==> config.mk <==
export PLATFORM = sky130hd
export DESIGN_NAME = gsa_ctrl
export DESIGN_NICKNAME = d
export VERILOG_FILES = /design/src/rtl/gsa_pkg.sv /design/src/rtl/gsa_ctrl.sv
export SDC_FILE = /design/constraint.sdc
export NUM_CORES = 1
export LEC_CHECK = 0
export BUFFER_PORTS_ARGS = -buffer_cell sky130_fd_sc_hd__buf_2
export CAP_MARGIN = 20
export CORE_MARGIN = 2
export CORE_UTILIZATION = 28
export CTS_CLUSTER_DIAMETER = 50
export DETAILED_ROUTE_END_ITERATION = 8
export HOLD_SLACK_MARGIN = 0.03
export PLACE_DENSITY_LB_ADDON = 0.2
export SLEW_MARGIN = 25
export SYNTH_ARGS = -nofsm -noshare
export SYNTH_HDL_FRONTEND = slang
export SYNTH_SLANG_ARGS = --single-unit
==> constraint.sdc <==
create_clock -name clock -period 2.6 [get_ports clock]
set_input_delay 0.39 -clock clock [delete_from_list [all_inputs] [get_ports clock]]
set_output_delay 0.39 -clock clock [all_outputs]
set_load 0.03 [all_outputs]
==> src/rtl/gsa_pkg.sv <==
package gsa_pkg;

   localparam int NODE_DEPTH = 4096;
   localparam int ALPHABET_SIZE = 26;
   localparam int NODE_W = 12;
   localparam int SYM_W = 5;
   localparam int CNT_W = 32;
   localparam int K_W = 5;
   localparam int TR_DEPTH = NODE_DEPTH * ALPHABET_SIZE;
   localparam int TR_AW = $clog2(TR_DEPTH);

   localparam logic [K_W-1:0] K_LAST = K_W'(ALPHABET_SIZE - 1);
   localparam logic [NODE_W-1:0] ROOT = NODE_W'(1);
   localparam logic [NODE_W-1:0] NODE_LIMIT1 = NODE_W'(NODE_DEPTH - 2);
   localparam logic [NODE_W-1:0] NODE_LIMIT2 = NODE_W'(NODE_DEPTH - 3);

   typedef logic [NODE_W-1:0] node_type;

   // Datapath micro-operations issued by the controller states (ST_RLX and ST_CLX share OP_RD_LX)
   typedef enum logic [4:0] {
      OP_NONE, OP_CLR_ROOT, OP_LATCH, OP_RD_X, OP_GOT_X, OP_RD_LX, OP_GOT_LX,
      OP_ALLOC_Y, OP_CP_RD, OP_CP_WR, OP_RED_RD, OP_RED_GOT, OP_LX_RD,
      OP_LX_WR, OP_LX_SET, OP_CW_RD, OP_CW_GOT, OP_CL_GOT, OP_ALLOC_Z,
      OP_CLR_Z, OP_WW_RD, OP_WW_GOT, OP_FIN, OP_RESP
   } dp_op_type;

   typedef enum logic [2:0] {
      RS_ZERO, RS_X, RS_Y, RS_Z, RS_FULL
   } resp_sel_type;

   typedef enum logic [4:0] {
      ST_INIT, ST_IDLE, ST_RX, ST_GX, ST_RLX, ST_GLX, ST_AY, ST_CPR, ST_CPW,
      ST_RR, ST_RG, ST_LXR, ST_LXW, ST_LXS, ST_CW, ST_CWG, ST_CLX, ST_CLG,
      ST_CHK, ST_CZ, ST_WR, ST_WG, ST_FIN, ST_RESP
   } ctrl_state_type;

   typedef struct packed {
      dp_op_type op;
      resp_sel_type rsel;
   } dp_cmd_type;

   typedef struct packed {
      logic sym_bad;
      logic x_nz;
      logic match;
      logic room1;
      logic room_need;
      logic k_last;
      logic red_hit;
      logic lnk_nz;
      logic lnk_eq_q;
      logic q_zero;
      logic two;
      logic direct;
   } dp_status_type;

   // First table address of a node's row
   function automatic logic [TR_AW-1:0] row_base(input node_type r);
      row_base = TR_AW'(r) * TR_AW'(ALPHABET_SIZE);
   endfunction

endpackage

==> src/rtl/gsa_ctrl.sv <==
module gsa_ctrl import gsa_pkg::*; (
   input  logic          clock,
   input  logic          reset,
   input  logic          start,
   output logic          busy,
   input  dp_status_type sts,
   output dp_cmd_type    cmd
);

   ctrl_state_type state_ff, state_in;
   resp_sel_type rsel_ff, rsel_in;

   // State register
   always_ff @(posedge clock) begin
      if (reset) begin
         state_ff <= ST_INIT;
         rsel_ff <= RS_ZERO;
      end else begin
         state_ff <= state_in;
         rsel_ff <= rsel_in;
      end
   end

   // Next state and datapath command
   always_comb begin
      state_in = state_ff;
      rsel_in = rsel_ff;
      cmd.op = OP_NONE;
      cmd.rsel = rsel_ff;
      unique case (state_ff)
         ST_INIT: begin
            cmd.op = OP_CLR_ROOT;
            if (sts.k_last) state_in = ST_IDLE;
         end
         ST_IDLE: begin
            if (start) begin
               cmd.op = OP_LATCH;
               if (sts.sym_bad) begin
                  rsel_in = RS_ZERO;
                  state_in = ST_RESP;
               end else begin
                  state_in = ST_RX;
               end
            end
         end
         ST_RX: begin
            cmd.op = OP_RD_X;
            state_in = ST_GX;
         end
         ST_GX: begin
            cmd.op = OP_GOT_X;
            state_in = sts.x_nz ? ST_RLX : ST_CW;
         end
         ST_RLX: begin
            cmd.op = OP_RD_LX;
            state_in = ST_GLX;
         end
         ST_GLX: begin
            cmd.op = OP_GOT_LX;
            if (sts.match) begin
               rsel_in = RS_X;
               state_in = ST_RESP;
            end else if (!sts.room1) begin
               rsel_in = RS_FULL;
               state_in = ST_RESP;
            end else begin
               state_in = ST_AY;
            end
         end
         // split: allocate clone, copy row, redirect, relink
         ST_AY: begin
            cmd.op = OP_ALLOC_Y;
            state_in = ST_CPR;
         end
         ST_CPR: begin
            cmd.op = OP_CP_RD;
            state_in = ST_CPW;
         end
         ST_CPW: begin
            cmd.op = OP_CP_WR;
            state_in = sts.k_last ? ST_RR : ST_CPR;
         end
         ST_RR: begin
            cmd.op = OP_RED_RD;
            state_in = ST_RG;
         end
         ST_RG: begin
            cmd.op = OP_RED_GOT;
            state_in = (sts.red_hit && sts.lnk_nz) ? ST_RR : ST_LXR;
         end
         ST_LXR: begin
            cmd.op = OP_LX_RD;
            state_in = ST_LXW;
         end
         ST_LXW: begin
            cmd.op = OP_LX_WR;
            state_in = ST_LXS;
         end
         ST_LXS: begin
            cmd.op = OP_LX_SET;
            if (sts.direct) begin
               rsel_in = RS_Y;
               state_in = ST_RESP;
            end else begin
               state_in = ST_FIN;
            end
         end
         // sizing walk over suffix links
         ST_CW: begin
            cmd.op = OP_CW_RD;
            state_in = ST_CWG;
         end
         ST_CWG: begin
            cmd.op = OP_CW_GOT;
            if (sts.x_nz) state_in = ST_CLX;
            else if (sts.lnk_nz) state_in = ST_CW;
            else state_in = ST_CHK;
         end
         ST_CLX: begin
            cmd.op = OP_RD_LX;
            state_in = ST_CLG;
         end
         ST_CLG: begin
            cmd.op = OP_CL_GOT;
            state_in = ST_CHK;
         end
         ST_CHK: begin
            cmd.op = OP_ALLOC_Z;
            if (sts.room_need) begin
               state_in = ST_CZ;
            end else begin
               rsel_in = RS_FULL;
               state_in = ST_RESP;
            end
         end
         ST_CZ: begin
            cmd.op = OP_CLR_Z;
            state_in = sts.k_last ? ST_WR : ST_CZ;
         end
         // writing walk up to the stop node
         ST_WR: begin
            cmd.op = OP_WW_RD;
            state_in = ST_WG;
         end
         ST_WG: begin
            cmd.op = OP_WW_GOT;
            if (!sts.lnk_eq_q) state_in = ST_WR;
            else if (sts.q_zero || !sts.two) state_in = ST_FIN;
            else state_in = ST_AY;
         end
         ST_FIN: begin
            cmd.op = OP_FIN;
            rsel_in = RS_Z;
            state_in = ST_RESP;
         end
         ST_RESP: begin
            cmd.op = OP_RESP;
            state_in = ST_IDLE;
         end
         default: state_in = ST_IDLE;
      endcase
   end

   assign busy = (state_ff != ST_IDLE);

endmodule

==> metrics.json, run 1 <==
{
  "run_status": {
    "status": "finished, final reports clean"
  },
  "synthesis": {
    "synth_edf_count": 0,
    "post_synth_num_cell_types": 53,
    "synth_largest_area_cell": "dfxtp_1",
    "yosys_warnings": 0,
    "ys_top_cells_by_count": "nor2_1, nand2_1, o21ai_0",
    "synthesis.area_per_instance_um2": 7.22,
    "yosys_register_bits": 8,
    "synthesis.nets": 150,
    "post-synth-top-area-fraction_pct": 16.4,
    "proportion_of_synthesized_flip_flops_having_asynchronous_set_or_reset_pct": 0,
    "post_synth_main_area_contributors": "dfxtp_1, nor2_1, nor2b_1",
    "gate_count_after_technology_mapping": 135,
    "synth_seq_area_share_pct": 16.4,
    "ys_dominant_reg_cell": "dfxtp_1",
    "summed_instance_area_of_the_synthesized_netlist_um2": 975,
    "yosysMostFrequentCell": "nor2_1"
  },
  "timing": {
    "rsz_0062_raised_after_global_routing": "false",
    "final-setup-viol-count": 0,
    "timing.max_slew.rel_slack_pct": 51.5,
    "clock.fmax_ghz": 0.436,
    "fin_skew_ps": 7.97,
    "setup_total_negative_slack_ps": 0,
    "report.final.slew_viol_count": 0,
    "fin_crit_sh_pct": 88.3,
    "hold_violations": 0,
    "worst_slew_pin_slew_ps": 726,
    "period_needed_ps": 2300
  },
  "cts": {
    "clkLatencyLatePin_ps": 260,
    "cts_resized": 0,
    "cts.root.buffer_cell": "clkbuf_4",
    "htreeDepth": 1,
    "post_cts_hold_buffer_count": 0,
    "clock_tree_buffer_depth": 2,
    "cts_made_buffers": 3,
    "cts.clk_slew.worst_paths_ps": 60,
    "clock_sinks": 8,
    "cts_setup_buffers": 0,
    "tritoncts": "yes"
  },
  "pwr": {
    "vdd_ir_drop_max_mv": 0.172,
    "p_total_mw": 0.345,
    "cellLeakagePower_nw": 0.427,
    "power_density_nw_per_um2": 305
  },
  "grt": {
    "grt_antenna_before_repair": 0,
    "wire_length_of_the_first_global_routing_pass_mm": 4.97,
    "grt_overflow": 0,
    "grt_max_degree": 25,
    "vias_in_the_first_global_route": 1029,
    "track_usage_pct": 15.2
  },
  "hold_path": {
    "worst_hold_path_type": "in2reg"
  },
  "critical_path": {
    "timing.critical_path.fanout_max": 19,
    "worstSetupStartpointType": "register",
    "timing.critical_path.arrival_ps": 1910,
    "cp.required_ps": 2210,
    "worst_setup_path_end_kind": "output port",
    "criticalPathCategory": "reg2out"
  },
  "detailed_routing": {
    "detail_route.wirelength_mm": 2.84,
    "ant_nets": 0,
    "drt-initial-drc-count": 100,
    "drc_errors": 0,
    "vias": 1112,
    "avgRoutedWirePerCell_um": 14.3,
    "pre_repair_dr_iteration_count": 4,
    "viasPerCell": 5.59
  },
  "final_layout": {
    "design.final.nets": 170,
    "area_delta_synth_final_pct": 15.9,
    "layout.filler_cells": 382,
    "final_core_util_pct": 33.9,
    "final_layout_size_suffix_gt1_share_pct": 22.9,
    "multiInputGateArea_um2": 729,
    "final-seq-area_um2": 160,
    "n_antenna_cell": 0,
    "final_design_area_no_fill_um2": 1130
  },
  "floorplan": {
    "die_x_um": 63,
    "fp-row-count": 21,
    "die_y_um": 63,
    "core_area_um2": 3340,
    "design.portCount": 24,
    "die_area_um2": 3970,
    "start_util_pct": 29.2
  },
  "place": {
    "globalplace.congestion": 0.768,
    "detailed_place.area_um2": 1110,
    "dp_hpwl_mm": 2.01,
    "placement.io_buffers": 23
  },
  "run": {
    "max_cap_viol": 0
  }
}
==> cell families (layout without fill, tap and decap cells) <==
group	count (synthesis)	after routing	synth area share, %
buf+inv	15	33	8.73
simple gates	63	63	37.9
xor+xnor	1	1	0.899
flops	8	8	16.4
mux	3	3	3.34
compound gates	45	45	32.7
==> power by group <==
| part | leakage, nW | internal, mW | switching, mW |
|---|---|---|---|
| Sequential | 0.0648 | 0.125 | 0.00961 |
| Clock | 0.0138 | 0.0532 | 0.0471 |
| Combinational | 0.348 | 0.0465 | 0.0632 |
| Total | 0.427 | 0.225 | 0.120 |
==> stage by stage <==
stage,hold WS (ps),cells,setup WS (ps)
floorplan,459,135,603
global placement,461,196,629
detailed placement,476,196,612
CTS,389,199,313
global route,408,199,73.0
finish,401,199,305
==> cells in the final DEF, fill, tap and decap left out, types with 2 or more instances in the layout <==
master / Yosys / layout
nand4b_1: 3 / 3
a31oi_1: 3 / 3
a41oi_1: 2 / 2
nor2_1: 15 / 15
nand3_1: 2 / 2
o21ai_0: 10 / 10
buf_2: 8 / 23
clkbuf_4: 0 / 3
nor3_1: 2 / 2
nand2_1: 12 / 12
o21bai_1: 2 / 2
o221ai_1: 2 / 2
nand2b_1: 6 / 6
and4b_1: 2 / 2
nor2b_1: 9 / 9
dfxtp_1: 8 / 8
o311ai_1: 2 / 2
a21oi_1: 5 / 5
a32o_1: 2 / 2
o211ai_1: 2 / 2
buf_4: 3 / 5
mux2_1: 2 / 2
o31a_1: 2 / 2
==> worst max-delay path, stage by stage (launching register included) <==
cell and delay (ps):
dfxtp_1 730, inv_2 200, nor2_1 260, nor2_1 80
o211ai_1 160, buf_2 220
==> final timing paths <==
path,from,end,slack [ps],cells past startpoint
hold / removal,reset,state_ff[3],400,2
hold reg to reg,rsel_ff[0],rsel_ff[0],490,2
setup / recovery,state_ff[2],cmd[5],300,5
setup reg to reg,state_ff[2],rsel_ff[2],620,4
==> state kept, by name (all words and copies together), names as in the netlist <==
name / flops
state_ff: 5
rsel_ff: 3
==> metal layers <==
layer	global-route usage [%]	share of wire, %	up-vias
li1	-	-	546
met1	22.8	47	526
met2	22.7	47	38
met3	2.34	5.6	2
met4	3.33	0.46	0
met5	0	0	-
==> cell type report <==
type | count | share of cell area, %
multi-input cells | 112 | 64.6
clock buffers | 3 | 1.99
inverters | 2 | 0.664
flip-flops and latches | 8 | 14.2
repair buffers | 28 | 13.5
well taps | 46 | 5.09
(Power assumes the default switching activity.)
==> inputs of run 2 (changes only) <==
CORE_UTILIZATION = 56   (was 28)
==> run 2 against run 1 <==
Against the previous run: via count increased by 0.81%; flip-flop and latch count is the same; cell count decreased by 15%; sequential share of layout area grew 0.47 points; clock skew is 0.53 ps higher.
==> metrics.json, run 2 (synthesis gave the netlist of run 1 again) <==
{
  "cts": {
    "cts_setup_buffers": 0,
    "clkLatencyLatePin_ps": 260,
    "cts_resized": 0,
    "clock_tree_buffer_depth": 2,
    "cts.clk_slew.worst_paths_ps": 50,
    "tritoncts": "yes",
    "post_cts_hold_buffer_count": 0,
    "cts.root.buffer_cell": "clkbuf_4",
    "clock_sinks": 8,
    "cts_made_buffers": 3,
    "htreeDepth": 1
  },
  "final_layout": {
    "multiInputGateArea_um2": 729,
    "largest_registers_ranked_by_flip_flop_count": "state_ff x5, rsel_ff x3",
    "n_antenna_cell": 0,
    "final_design_area_no_fill_um2": 1090,
    "largest_register_ffs": 5,
    "area_delta_synth_final_pct": 12.2,
    "final_layout_size_suffix_gt1_share_pct": 22.9,
    "largest-register": "state_ff",
    "design.final.nets": 170,
    "final-seq-area_um2": 160,
    "layout.cells.most_common": "buf_2",
    "layout.filler_cells": 157,
    "most_frequent_cells_in_the_layout": "buf_2, nor2_1, nand2_1"
  },
  "timing": {
    "period_needed_ps": 2310,
    "setup_total_negative_slack_ps": 0,
    "hold_violations": 0,
    "final-setup-viol-count": 0,
    "report.final.slew_viol_count": 0,
    "fin_crit_sh_pct": 89.0,
    "timing.max_slew.rel_slack_pct": 50.2,
    "clock.fmax_ghz": 0.432,
    "rsz_0062_raised_after_global_routing": "false",
    "worst_slew_pin_slew_ps": 747,
    "hold_slack_ps": 405,
    "fin_skew_ps": 8.50
  },
  "critical_path": {
    "cp.required_ps": 2210,
    "worstSetupStartpointType": "register",
    "worst_setup_path_end_kind": "output port",
    "criticalPathCategory": "reg2out",
    "timing.critical_path.arrival_ps": 1920,
    "rrSetupSlack_ps": 590,
    "timing.critical_path.fanout_max": 23
  },
  "grt": {
    "wire_length_of_the_first_global_routing_pass_mm": 4.33,
    "track_usage_pct": 28.0,
    "grt_max_degree": 27,
    "grt_antenna_before_repair": 0,
    "vias_in_the_first_global_route": 999,
    "grt_overflow": 0
  },
  "place": {
    "detailed_place.area_um2": 1070,
    "placement.io_buffers": 23,
    "dp_hpwl_mm": 1.82,
    "globalplace.congestion": 0.883
  },
  "floorplan": {
    "design.portCount": 24,
    "fp-row-count": 15,
    "die_area_um2": 2090,
    "die_x_um": 45.7,
    "die_y_um": 45.7,
    "start_util_pct": 57.7,
    "core_area_um2": 1690
  },
  "pwr": {
    "vdd_ir_drop_max_mv": 0.223,
    "power_density_nw_per_um2": 311,
    "cellLeakagePower_nw": 0.427
  },
  "detailed_routing": {
    "drt-initial-drc-count": 36,
    "ant_nets": 0,
    "avgRoutedWirePerCell_um": 14.7,
    "detail_route.wirelength_mm": 2.51,
    "drc_errors": 0,
    "viasPerCell": 6.59,
    "pre_repair_dr_iteration_count": 4,
    "vias": 1121
  },
  "hold_path": {
    "worst_hold_path_type": "in2reg"
  },
  "run": {
    "max_cap_viol": 0
  },
  "run_status": {
    "status": "finished, final reports clean"
  }
}
run 2: critical path, cell delays in order (launching register included):
cell and delay [ps]:
dfxtp_1 800, buf_4 300, nor3_1 60, nor2_1 120, nor2_1 40, o21ai_0 130, buf_2 220
run 2: metal layers:
layer | vias up | part of all wire, % | track usage, %
met5 | - | 0 | 0
met4 | 0 | 0.84 | 9.71
met3 | 4 | 6.2 | 5.16
met2 | 46 | 50 | 45.9
met1 | 531 | 43 | 36.6
li1 | 540 | - | -
run 2: power breakdown:
| part | leakage, nW | internal [mW] | switching, mW | total (mW) |
|---|---|---|---|---|
| Clock | 0.0138 | 0.0530 | 0.0448 | 0.0978 |
| Combinational | 0.348 | 0.0464 | 0.0608 | 0.107 |
| Sequential | 0.0648 | 0.125 | 0.00934 | 0.135 |
| Total | 0.427 | 0.225 | 0.115 | 0.340 |
run 2: final timing paths:
check         startpoint           to  cells past startpoint
min                reset  state_ff[3]                      2
max          state_ff[3]       cmd[4]                      6
max reg2reg  state_ff[3]   rsel_ff[1]                      5
min reg2reg   rsel_ff[0]   rsel_ff[0]                      2
run 2: through the flow:
stage | cells | setup WS, ps | total power [mW] | util, %
detailed placement | 167 | 599 | 0.244 | 63.4
floorplan | 135 | 603 | 0.213 | -
finish | 170 | 286 | 0.340 | 64.7
CTS | 170 | 325 | 0.342 | 64.7
global route | 170 | 121 | 0.360 | 64.7
global placement | 167 | 609 | 0.242 | 63.4
run 2: cell type report:
type	count	share of cell area [%]
multi-input combinational	112	66.7
tap	17	1.95
inverter	2	0.686
timing repair buffer	28	14.0
clock buffer	3	2.06
sequential	8	14.6
==> inputs of run 3 (changes only) <==
CORE_UTILIZATION = 47   (was 56)
clock period = 2 ns   (was 2.6 ns; I/O delays follow)
==> run 3 against run 2 <==
Against the previous run: cell count rose by 8.2%; non-clock buffer count is 4 higher; global-route usage shrank 7.2 points; largest cell class unchanged; count of clock-buffer cells in the layout did not move; combinational power increased by 41%; die area up 17%.
==> metrics.json, run 3 (synthesis gave the netlist of run 1 again) <==
{
  "pwr": {
    "cellLeakagePower_nw": 0.453,
    "power_density_nw_per_um2": 380,
    "vdd_ir_drop_max_mv": 0.307
  },
  "detailed_routing": {
    "drc_errors": 0,
    "detail_route.wirelength_mm": 2.57,
    "vias": 1123,
    "drt-initial-drc-count": 38,
    "pre_repair_dr_iteration_count": 4,
    "avgRoutedWirePerCell_um": 14.0,
    "viasPerCell": 6.10,
    "ant_nets": 0
  },
  "floorplan": {
    "core_area_um2": 1960,
    "die_area_um2": 2450,
    "design.portCount": 24,
    "start_util_pct": 49.7,
    "die_x_um": 49.5,
    "die_y_um": 49.5,
    "fp-row-count": 16
  },
  "final_layout": {
    "most_frequent_cells_in_the_layout": "buf_2, nor2_1, nand2_1",
    "multiInputGateArea_um2": 729,
    "largest_register_ffs": 5,
    "n_antenna_cell": 0,
    "largest_registers_ranked_by_flip_flop_count": "state_ff x5, rsel_ff x3",
    "largest-register": "state_ff",
    "layout.filler_cells": 203,
    "design.final.nets": 174,
    "area_delta_synth_final_pct": 18.4,
    "final-seq-area_um2": 165,
    "final_layout_size_suffix_gt1_share_pct": 27.4,
    "layout.cells.most_common": "buf_2"
  },
  "grt": {
    "grt_antenna_before_repair": 0,
    "wire_length_of_the_first_global_routing_pass_mm": 4.16,
    "vias_in_the_first_global_route": 1001,
    "grt_overflow": 0,
    "track_usage_pct": 20.8,
    "grt_max_degree": 19
  },
  "critical_path": {
    "cell_family_contributing_the_most_delay_on_the_critical_path": "flip-flops",
    "worstPathCellList": "buf_4 > and2b_1 > o21ai_0 > o211ai_1 > buf_2",
    "timing.critical_path.arrival_ps": 1530,
    "cpMaxStageDelayCell": "dfxtp_2",
    "timing.critical_path.fanout_max": 11,
    "rrSetupSlack_ps": 280,
    "critPathBufInv": 2,
    "timing.critical_path.slowest_cell_delay_ps": 440,
    "worstSetupStartpointType": "register",
    "criticalPathCategory": "reg2out",
    "worst_setup_path_end_kind": "output port",
    "cp.required_ps": 1700
  },
  "timing": {
    "worst_slew_pin_slew_ps": 392,
    "fin_skew_ps": 2.26,
    "fin_crit_sh_pct": 91.5,
    "clock.fmax_ghz": 0.547,
    "rsz_0062_raised_after_global_routing": "false",
    "period_needed_ps": 1830,
    "final-setup-viol-count": 0,
    "setup_total_negative_slack_ps": 0,
    "hold_slack_ps": 338,
    "timing.max_slew.rel_slack_pct": 73.4,
    "hold_violations": 0,
    "report.final.slew_viol_count": 0
  },
  "hold_path": {
    "worst_hold_path_type": "in2reg"
  },
  "cts": {
    "tritoncts": "yes",
    "cts.root.buffer_cell": "clkbuf_4",
    "htreeDepth": 1,
    "cts_setup_buffers": 0,
    "cts_made_buffers": 3,
    "cts.clk_slew.worst_paths_ps": 50,
    "clock_tree_buffer_depth": 2,
    "post_cts_hold_buffer_count": 0,
    "clock_sinks": 8,
    "clkLatencyLatePin_ps": 240,
    "cts_resized": 0
  },
  "run_status": {
    "status": "finished, final reports clean"
  },
  "run": {
    "max_cap_viol": 0
  },
  "place": {
    "placement.io_buffers": 23,
    "globalplace.congestion": 0.840,
    "dp_hpwl_mm": 1.93
  }
}
run 3: cell types whose count changed in the layout (fill, tap and decap cells not counted):
cell / previous run / this run
buf_12: 0 / 1
buf_4: 5 / 8
dfxtp_1: 8 / 4
dfxtp_2: 0 / 4
run 3: through the flow:
stage | setup slack (ps) | std cells | power (mW) | instance area, um^2 | util, %
after floorplan | 92.9 | 135 | 0.277 | 975 | -
after global placement | 222 | 181 | 0.321 | 1130 | 57.4
after detailed placement | 179 | 181 | 0.323 | 1130 | 57.4
after CTS | 16.9 | 184 | 0.443 | 1150 | 58.5
after global routing | 42.3 | 184 | 0.462 | 1150 | 58.8
final | 171 | 184 | 0.439 | 1150 | 58.8
run 3: area by class of cell:
| cell class | instances | share of cell area (%) |
|---|---|---|
| well taps | 27 | 2.93 |
| multi-input cells | 112 | 63.2 |
| clock buffers | 3 | 1.95 |
| flip-flops and latches | 8 | 14.3 |
| inverters | 2 | 0.651 |
| repair buffers | 32 | 16.9 |
run 3: power breakdown:
part | leakage [nW] | internal [mW] | switching, mW
Clock | 0.0138 | 0.0683 | 0.0487
Sequential | 0.0668 | 0.164 | 0.00746
Combinational | 0.373 | 0.0650 | 0.0856
Total | 0.453 | 0.297 | 0.142
run 3: path summary, 6_finish.rpt:
| check | cells after the start | startpoint | to |
|---|---|---|---|
| hold / removal | 2 | reset | state_ff[3] |
| setup reg to reg | 5 | state_ff[1] | rsel_ff[1] |
| setup / recovery | 5 | state_ff[4] | cmd[5] |
| hold reg to reg | 2 | rsel_ff[0] | rsel_ff[0] |
run 3: metal layers:
layer	GRT usage, %	wire length (um)	vias to the layer above
li1	-	-	552
met1	26.3	1160	535
met2	38.2	1300	34
met3	0.909	101	2
met4	5.56	5	0
met5	0	0	-
